`config.mk`:
```
export PLATFORM = sky130hd
export DESIGN_NAME = murmur2_key_hash_top
export DESIGN_NICKNAME = d
export VERILOG_FILES = /design/src/rtl/core/mh2_pkg.sv /design/src/rtl/core/mh2_front.sv /design/src/rtl/core/mh2_queue.sv /design/src/rtl/core/mh2_back.sv /design/src/rtl/core/murmur2_key_hash_top.sv
export SDC_FILE = /design/constraint.sdc
export NUM_CORES = 2
export LEC_CHECK = 0
export ABC_CLOCK_PERIOD_IN_PS = 15900
export BUFFER_PORTS_ARGS = -buffer_cell sky130_fd_sc_hd__buf_4
export CORE_UTILIZATION = 46
export CTS_CLUSTER_DIAMETER = 80
export DETAILED_ROUTE_END_ITERATION = 10
export PLACE_DENSITY_LB_ADDON = 0.05
export SETUP_SLACK_MARGIN = 0.02
export SYNTH_ARGS = -nofsm -noshare
export SYNTH_HDL_FRONTEND = slang
export SYNTH_SLANG_ARGS = --single-unit
```
`constraint.sdc`:
```
create_clock -name clk -period 15.9 [get_ports clk]
set_input_delay 3.975 -clock clk [delete_from_list [all_inputs] [get_ports clk]]
set_output_delay 3.975 -clock clk [all_outputs]
set_load 0.05 [all_outputs]
```
`src/rtl/core/mh2_pkg.sv`:
```
// Shared constants, codes and types of the MurmurHash2 key hash block.
package mh2_pkg;

  localparam logic [31:0] MIX_MUL    = 32'h5bd1e995;
  localparam logic [31:0] SEED_RESET = 32'd5381;
  localparam int          MIX_SHIFT  = 24;
  localparam int          FIN_SHIFT1 = 13;
  localparam int          FIN_SHIFT2 = 15;

  localparam int QUEUE_DEPTH = 4;
  localparam int QPTR_W      = $clog2(QUEUE_DEPTH);
  localparam int QCNT_W      = $clog2(QUEUE_DEPTH + 1);

  // How a word is folded into the running hash.
  typedef enum logic [1:0] {
    KIND_NONE,
    KIND_FULL,
    KIND_TAIL
  } kind_t;

  // One classified word on its way from the front to the back.
  typedef struct packed {
    kind_t       kind;
    logic        first;
    logic        last;
    logic [31:0] init_hash;
    logic [31:0] kval;
  } entry_t;

  typedef enum logic [1:0] {
    B_RUN,
    B_FIN,
    B_OUT
  } back_state_t;

endpackage

```
`src/rtl/core/mh2_front.sv`:
```
// Front end: accepts words, classifies them and premixes full words.
module mh2_front (
  input  logic                 clk,
  input  logic                 rst,
  input  logic                 cfg_valid,
  output logic                 cfg_ready,
  input  logic [31:0]          cfg_data,
  input  logic                 s_tvalid,
  output logic                 s_tready,
  input  logic [71:0]          s_tdata,
  input  logic                 s_tuser,
  input  logic                 s_tlast,
  output logic                 push_valid,
  input  logic                 push_ready,
  output mh2_pkg::entry_t      push_entry
);

  logic [31:0]     seed;

  logic            s1_valid;
  mh2_pkg::kind_t  s1_kind;
  logic            s1_first;
  logic            s1_last;
  logic [31:0]     s1_init;
  logic [31:0]     s1_word;

  logic            s2_valid;
  mh2_pkg::kind_t  s2_kind;
  logic            s2_first;
  logic            s2_last;
  logic [31:0]     s2_init;
  logic [31:0]     s2_k;

  logic            adv;
  logic [31:0]     in_word;
  logic [2:0]      in_count;
  logic [30:0]     in_klen;
  mh2_pkg::kind_t  in_kind;
  logic [31:0]     in_masked;
  logic [31:0]     k1;
  logic [31:0]     k1_shx;
  logic [31:0]     k2;

  assign cfg_ready = 1'b1;

  assign in_word  = s_tdata[31:0];
  assign in_count = s_tdata[34:32];
  assign in_klen  = s_tdata[65:35];

  // The whole pipeline moves together; it holds only when the queue is full.
  assign adv      = !s2_valid || push_ready;
  assign s_tready = adv;

  always_comb begin
    in_kind   = mh2_pkg::KIND_NONE;
    in_masked = in_word;
    case (in_count)
      3'd0: begin
        in_kind   = mh2_pkg::KIND_NONE;
        in_masked = 32'd0;
      end
      3'd1: begin
        in_kind   = mh2_pkg::KIND_TAIL;
        in_masked = {24'd0, in_word[7:0]};
      end
      3'd2: begin
        in_kind   = mh2_pkg::KIND_TAIL;
        in_masked = {16'd0, in_word[15:0]};
      end
      3'd3: begin
        in_kind   = mh2_pkg::KIND_TAIL;
        in_masked = {8'd0, in_word[23:0]};
      end
      default: begin
        in_kind   = mh2_pkg::KIND_FULL;
        in_masked = in_word;
      end
    endcase
  end

  assign k1     = s1_word * mh2_pkg::MIX_MUL;
  assign k1_shx = s2_k ^ (s2_k >> mh2_pkg::MIX_SHIFT);
  assign k2     = k1_shx * mh2_pkg::MIX_MUL;

  always_ff @(posedge clk) begin
    if (rst) begin
      seed <= mh2_pkg::SEED_RESET;
    end else if (cfg_valid) begin
      seed <= cfg_data;
    end
  end

  always_ff @(posedge clk) begin
    if (rst) begin
      s1_valid <= 1'b0;
      s2_valid <= 1'b0;
    end else if (adv) begin
      s1_valid <= s_tvalid;
      s2_valid <= s1_valid;
    end
  end

  always_ff @(posedge clk) begin
    if (adv) begin
      s1_kind  <= in_kind;
      s1_first <= s_tuser;
      s1_last  <= s_tlast;
      s1_init  <= seed ^ {1'b0, in_klen};
      s1_word  <= in_masked;
      s2_kind  <= s1_kind;
      s2_first <= s1_first;
      s2_last  <= s1_last;
      s2_init  <= s1_init;
      s2_k     <= (s1_kind == mh2_pkg::KIND_FULL) ? k1 : s1_word;
    end
  end

  always_comb begin
    push_valid           = s2_valid;
    push_entry.kind      = s2_kind;
    push_entry.first     = s2_first;
    push_entry.last      = s2_last;
    push_entry.init_hash = s2_init;
    push_entry.kval      = (s2_kind == mh2_pkg::KIND_FULL) ? k2 : s2_k;
  end

endmodule

```
`src/rtl/core/mh2_queue.sv`:
```
// Short register queue between the front end and the hash back end.
module mh2_queue (
  input  logic             clk,
  input  logic             rst,
  input  logic             push_valid,
  output logic             push_ready,
  input  mh2_pkg::entry_t  push_entry,
  output logic             pop_valid,
  input  logic             pop_ready,
  output mh2_pkg::entry_t  pop_entry
);

  mh2_pkg::entry_t                 slots [mh2_pkg::QUEUE_DEPTH];
  logic [mh2_pkg::QPTR_W-1:0]      wr_ptr;
  logic [mh2_pkg::QPTR_W-1:0]      rd_ptr;
  logic [mh2_pkg::QCNT_W-1:0]      count;
  logic                            do_push;
  logic                            do_pop;

  assign push_ready = (count != mh2_pkg::QCNT_W'(mh2_pkg::QUEUE_DEPTH));
  assign pop_valid  = (count != '0);
  assign do_push    = push_valid && push_ready;
  assign do_pop     = pop_valid && pop_ready;
  assign pop_entry  = slots[rd_ptr];

  always_ff @(posedge clk) begin
    if (do_push) begin
      slots[wr_ptr] <= push_entry;
    end
  end

  always_ff @(posedge clk) begin
    if (rst) begin
      wr_ptr <= '0;
      rd_ptr <= '0;
      count  <= '0;
    end else begin
      if (do_push) begin
        wr_ptr <= wr_ptr + 1'b1;
      end
      if (do_pop) begin
        rd_ptr <= rd_ptr + 1'b1;
      end
      if (do_push && !do_pop) begin
        count <= count + 1'b1;
      end else if (do_pop && !do_push) begin
        count <= count - 1'b1;
      end
    end
  end

endmodule

```
`src/rtl/core/mh2_back.sv`:
```
// Back end: folds words into the running hash, finalizes and holds the result.
module mh2_back (
  input  logic             clk,
  input  logic             rst,
  input  logic             pop_valid,
  output logic             pop_ready,
  input  mh2_pkg::entry_t  pop_entry,
  output logic             m_tvalid,
  input  logic             m_tready,
  output logic [31:0]      m_tdata
);

  mh2_pkg::back_state_t state;
  mh2_pkg::back_state_t state_next;

  logic [31:0] running_hash;
  logic [31:0] fin_prod;
  logic [31:0] h_base;
  logic [31:0] h_new;
  logic [31:0] fin_shx;
  logic [31:0] fin_mix;
  logic        fold;
  logic        load_out;

  always_comb begin
    h_base = pop_entry.first ? pop_entry.init_hash : running_hash;
    case (pop_entry.kind)
      mh2_pkg::KIND_FULL: h_new = (h_base * mh2_pkg::MIX_MUL) ^ pop_entry.kval;
      mh2_pkg::KIND_TAIL: h_new = (h_base ^ pop_entry.kval) * mh2_pkg::MIX_MUL;
      default:            h_new = h_base;
    endcase
  end

  assign fin_shx = running_hash ^ (running_hash >> mh2_pkg::FIN_SHIFT1);
  assign fin_mix = fin_shx * mh2_pkg::MIX_MUL;

  always_comb begin
    state_next = state;
    pop_ready  = 1'b0;
    fold       = 1'b0;
    load_out   = 1'b0;
    case (state)
      mh2_pkg::B_RUN: begin
        pop_ready = 1'b1;
        if (pop_valid) begin
          fold = 1'b1;
          if (pop_entry.last) begin
            state_next = mh2_pkg::B_FIN;
          end
        end
      end
      mh2_pkg::B_FIN: begin
        state_next = mh2_pkg::B_OUT;
      end
      mh2_pkg::B_OUT: begin
        // Wait until the output register is free or being emptied.
        if (!m_tvalid || m_tready) begin
          load_out   = 1'b1;
          state_next = mh2_pkg::B_RUN;
        end
      end
      default: begin
        state_next = mh2_pkg::B_RUN;
      end
    endcase
  end

  always_ff @(posedge clk) begin
    if (rst) begin
      state <= mh2_pkg::B_RUN;
    end else begin
      state <= state_next;
    end
  end

  always_ff @(posedge clk) begin
    if (rst) begin
      running_hash <= 32'd0;
      m_tvalid     <= 1'b0;
    end else begin
      if (fold) begin
        running_hash <= h_new;
      end
      if (load_out) begin
        m_tvalid <= 1'b1;
      end else if (m_tready) begin
        m_tvalid <= 1'b0;
      end
    end
  end

  always_ff @(posedge clk) begin
    if (state == mh2_pkg::B_FIN) begin
      fin_prod <= fin_mix;
    end
    if (load_out) begin
      m_tdata <= fin_prod ^ (fin_prod >> mh2_pkg::FIN_SHIFT2);
    end
  end

endmodule

```
`src/rtl/core/murmur2_key_hash_top.sv`:
```
// Top level of the streaming 32-bit MurmurHash2 key hash.
//
//  channel  direction  bits of tdata / tuser / tlast
//  cfg      in         cfg_data[31:0] = seed
//  s        in         tdata: [31:0] data_word, [34:32] byte_count, [65:35] key_length;
//                      tuser = first_item; tlast = last_item
//  m        out        tdata: [31:0] hash_value
//
// A word that is not the last one does not hold the back end: the front end premixes full
// words through two registered multipliers and the back end folds one queued word per cycle
// while it is in its run state. A last word holds the back end for fold, finalize multiply
// and output load, in that order, before it takes the next queued word.
// Reset is synchronous and clears the pipeline, queue, running hash and output; the seed
// returns to 5381. A stalled output holds the back end, and a full queue stalls s_tready.
module murmur2_key_hash_top (
  input  logic        clk,
  input  logic        rst,
  input  logic        cfg_valid,
  output logic        cfg_ready,
  input  logic [31:0] cfg_data,
  input  logic        s_tvalid,
  output logic        s_tready,
  input  logic [71:0] s_tdata,   // data_word, byte_count, key_length, zero pad
  input  logic        s_tuser,   // first_item
  input  logic        s_tlast,
  output logic        m_tvalid,
  input  logic        m_tready,
  output logic [31:0] m_tdata    // hash_value
);

  logic            push_valid;
  logic            push_ready;
  mh2_pkg::entry_t push_entry;
  logic            pop_valid;
  logic            pop_ready;
  mh2_pkg::entry_t pop_entry;

  mh2_front u_front (
    .clk        (clk),
    .rst        (rst),
    .cfg_valid  (cfg_valid),
    .cfg_ready  (cfg_ready),
    .cfg_data   (cfg_data),
    .s_tvalid   (s_tvalid),
    .s_tready   (s_tready),
    .s_tdata    (s_tdata),
    .s_tuser    (s_tuser),
    .s_tlast    (s_tlast),
    .push_valid (push_valid),
    .push_ready (push_ready),
    .push_entry (push_entry)
  );

  mh2_queue u_queue (
    .clk        (clk),
    .rst        (rst),
    .push_valid (push_valid),
    .push_ready (push_ready),
    .push_entry (push_entry),
    .pop_valid  (pop_valid),
    .pop_ready  (pop_ready),
    .pop_entry  (pop_entry)
  );

  mh2_back u_back (
    .clk       (clk),
    .rst       (rst),
    .pop_valid (pop_valid),
    .pop_ready (pop_ready),
    .pop_entry (pop_entry),
    .m_tvalid  (m_tvalid),
    .m_tready  (m_tready),
    .m_tdata   (m_tdata)
  );

endmodule

```
==> results.sh <==
export IMPL_timing_hold_worst_path_depth=0
export IMPL_final_period_utilization_pct=61.29
export IMPL_timing_critical_path_to_type="flop"
export IMPL_die_width_um=379.1
export IMPL_avgSynthCellArea_sq_um=11.25
export IMPL_antenna_cells_inserted=0
export IMPL_dp_final_hpwl_um=135900
export IMPL_antenna_violations_before_repair=1
export IMPL_yosys_cell_types_count=74
export IMPL_clk_root_buffer_cell="clkbuf_16"
export IMPL_met2WireLength_um=79830
export IMPL_worst_hold_slack_ns=0.4168
export IMPL_remaining_design_rule_violation_count=0
export IMPL_regArea_sq_um=15740
export IMPL_hp_class="reg -> reg"
export IMPL_highest_layer="met5"
export IMPL_avgRoutedWirePerCell_um=21.03
export IMPL_synthDominantAreaCellType="fa_1"
export IMPL_yosysMostFrequentCell="inv_1"
export IMPL_cts_setup_buffers=0
export IMPL_number_of_standard_cell_rows_in_the_floorplan=137
export IMPL_dr_total_vias=39660
export IMPL_critical_path_max_stage_delay_ns=0.76
export IMPL_die_height_um=379.1
export IMPL_global_route_usage_total_pct=24.23
export IMPL_grt_overflow_total=0
export IMPL_critPathMaxFanout=32
export IMPL_cts_reportedPaths_clkPinSlew_ns=0.06
export IMPL_crit_start_category="flop"
export IMPL_ant_nets=0
export IMPL_clock_skew_ns=0.08270
export IMPL_met1_length_um=75850
export IMPL_detail_route_vias_per_cell=4.992
export IMPL_clock_tree_from_tritoncts="done"
export IMPL_cts_inserted_buffers=58
export IMPL_design_portCount=146
export IMPL_worst_ep_required_time_ns=16.43
export IMPL_vias_in_the_first_global_route=42800
export IMPL_gp_congestion=0.9001
export IMPL_design_die_area_sq_um=143700
export IMPL_netlist_top_cells_count="inv_1, ha_1, fa_1"
export IMPL_post_synth_instance_area_sq_um=65410
export IMPL_syn_nets=7888
export IMPL_worst_slew_pin_slew_ns=1.232
export IMPL_worstHoldEndpoint="u_front.s2_init[30]"
export IMPL_synth_area_leaders="fa_1, edfxtp_1, ha_1"
export IMPL_worst_slew_margin_rel_pct=17.26
export IMPL_cts_repair_resized=0
export IMPL_critPathSlowestCell="mux2i_1"
export IMPL_worstHoldStart="u_front.s1_init[30]"
export IMPL_ys_async_sr_fraction_pct=0
export IMPL_routed_wirelength_um=167100
export IMPL_reg2reg_depth=33
export IMPL_number_of_hold_buffers_added_after_cts=0
export IMPL_synth_edff_count=472
export IMPL_multi_input_area_sq_um=43050
export IMPL_fp_coreArea_sq_um=140200
export IMPL_start_util_pct=46.65
export IMPL_first_pass_iters=5
export IMPL_rsz_0062_raised_after_global_routing="no"
export IMPL_flow_area_growth_from_synthesis_pct=8.761
export IMPL_met3_wirelength_um=6091
export IMPL_mapped_cells=5813
export IMPL_run_status="finished, final reports clean"
export IMPL_setup_tns_final_ns=0
export IMPL_capture_point_of_the_worst_reg_to_reg_path="u_back.running_hash[30]"
export IMPL_clk_path_buf_depth=3
export IMPL_layout_filler_cells=12910
export IMPL_final_nets=8097
export IMPL_synth_warnings=0
export IMPL_io_buffers=138
export IMPL_timing_hold_violations_final=0
export IMPL_cpMostUsedCell="inv_1"
export IMPL_cts_sink_cnt=550
export IMPL_grt_max_degree=72
export IMPL_final_max_slew_viol_count=0
export IMPL_postSynthRegisterBits=550
export IMPL_first_iter_violations=1965
export IMPL_achievable_frequency_ghz=0.1026
export IMPL_synth_top_cell_area_share_pct=27.33
export IMPL_cp_arrival_ns=10.27
export IMPL_critical_path_start_end_classification="reg -> reg"
export IMPL_placed_area_sq_um=69210
export IMPL_yosys_most_used_dff="edfxtp_1"
export IMPL_wire_length_of_the_first_global_routing_pass_um=256900
export IMPL_post_route_cells_drive_above_1_share_pct=7.266
export IMPL_drv_cap=0
export IMPL_clock_insertion_delay_worst_skew_ns=0.68
export IMPL_final_setup_viol_count=0
export IMPL_synth_seq_area_share_pct=24.06
export IMPL_final_design_area_no_fill_sq_um=71140
export IMPL_timing_final_crit_period_ns=9.745
export IMPL_htreeDepth=2
export IMPL_setup_reg_to_reg_worst_slack_ns=6.15
-- cells in the final DEF, fill, tap and decap left out, drive strengths merged, types with 56 or more instances in the layout --
master  count
fa        893
nand2     112
nor2      119
o21ai     121
clkbuf     71
a21oi     118
xor2      164
buf       225
edfxtp    472
ha       1071
a21o       56
xnor2     310
mux4       68
dfxtp      78
inv      1701
mux2i      62
-- critical path, delay by kind of cell (launching register included) --
family          cells  cell delay [ns]
buf+inv             8             0.96
flops               1             0.65
fa+ha+maj           9             3.58
mux                 2             1.32
xor+xnor            3             0.67
compound gates      8             1.97
simple gates        3             0.43
-- metrics by stage --
step | worst slack [ns] | util, % | instances
after global routing | 5.729 | 50.73 | 7945
after detailed placement | 6.114 | 49.36 | 7838
after CTS | 6.089 | 50.73 | 7945
after global placement | 6.157 | 49.36 | 7838
after floorplan | 7.201 | - | 5813
final | 6.155 | 50.73 | 7945
-- layout make-up --
class / count / share of cell area [%]
sequential: 550 / 22.13
clock inverter: 36 / 0.6015
clock buffer: 71 / 2.109
timing repair buffer: 225 / 2.375
multi-input combinational: 3487 / 60.51
tap: 1876 / 3.300
inverter: 1700 / 8.970
-- worst max-delay path by stage --
stage	to	cells past startpoint
6_report	u_back.running_hash[30]	33
5_1_grt	u_back.running_hash[30]	33
4_1_cts	u_back.running_hash[30]	33
3_5_place_dp	u_back.running_hash[30]	33
3_3_place_gp	u_back.running_hash[30]	33
2_1_floorplan	u_back.running_hash[30]	35
-- logic make-up (layout without fill, tap and decap cells) --
family	Yosys count	count (layout)	share of synthesized area [%]
AND/OR/NAND/NOR	440	440	3.243
multiplexers	135	135	3.480
adder cells (fa/ha/maj)	1968	1968	47.88
buffers and inverters	1776	2032	10.30
XOR/XNOR	474	474	6.393
flip-flops	550	550	24.06
other	1	1	0.005733
AO/OA/AOI/OAI	469	469	4.639
-- routing by layer --
metal	vias up	GRT usage, %
met5	-	0
met4	2	7.174
met3	190	2.664
met2	647	40.75
met1	20010	32.91
li1	18820	-
-- sequential cells by signal (all words and copies together), names as in the netlist, named ones only --
signal               cells
u_back.fin_prod         32
u_back.m_tdata          32
u_back.m_tvalid          1
u_back.running_hash     32
u_back.state             2
u_front.push_valid       1
u_front.s1_first         1
u_front.s1_init         32
u_front.s1_kind          2
u_front.s1_last          1
u_front.s1_valid         1
u_front.s1_word         32
u_front.s2_first         1
u_front.s2_init         32
u_front.s2_k            32
u_front.s2_kind          2
u_front.s2_last          1
u_front.seed            32
u_queue.count            3
u_queue.rd_ptr           2
u_queue.slots          272
u_queue.wr_ptr           2
Power is left out: the tool's default activity adds up to more than one toggle a clock period on the data nets, which glitch-free logic cannot reach.
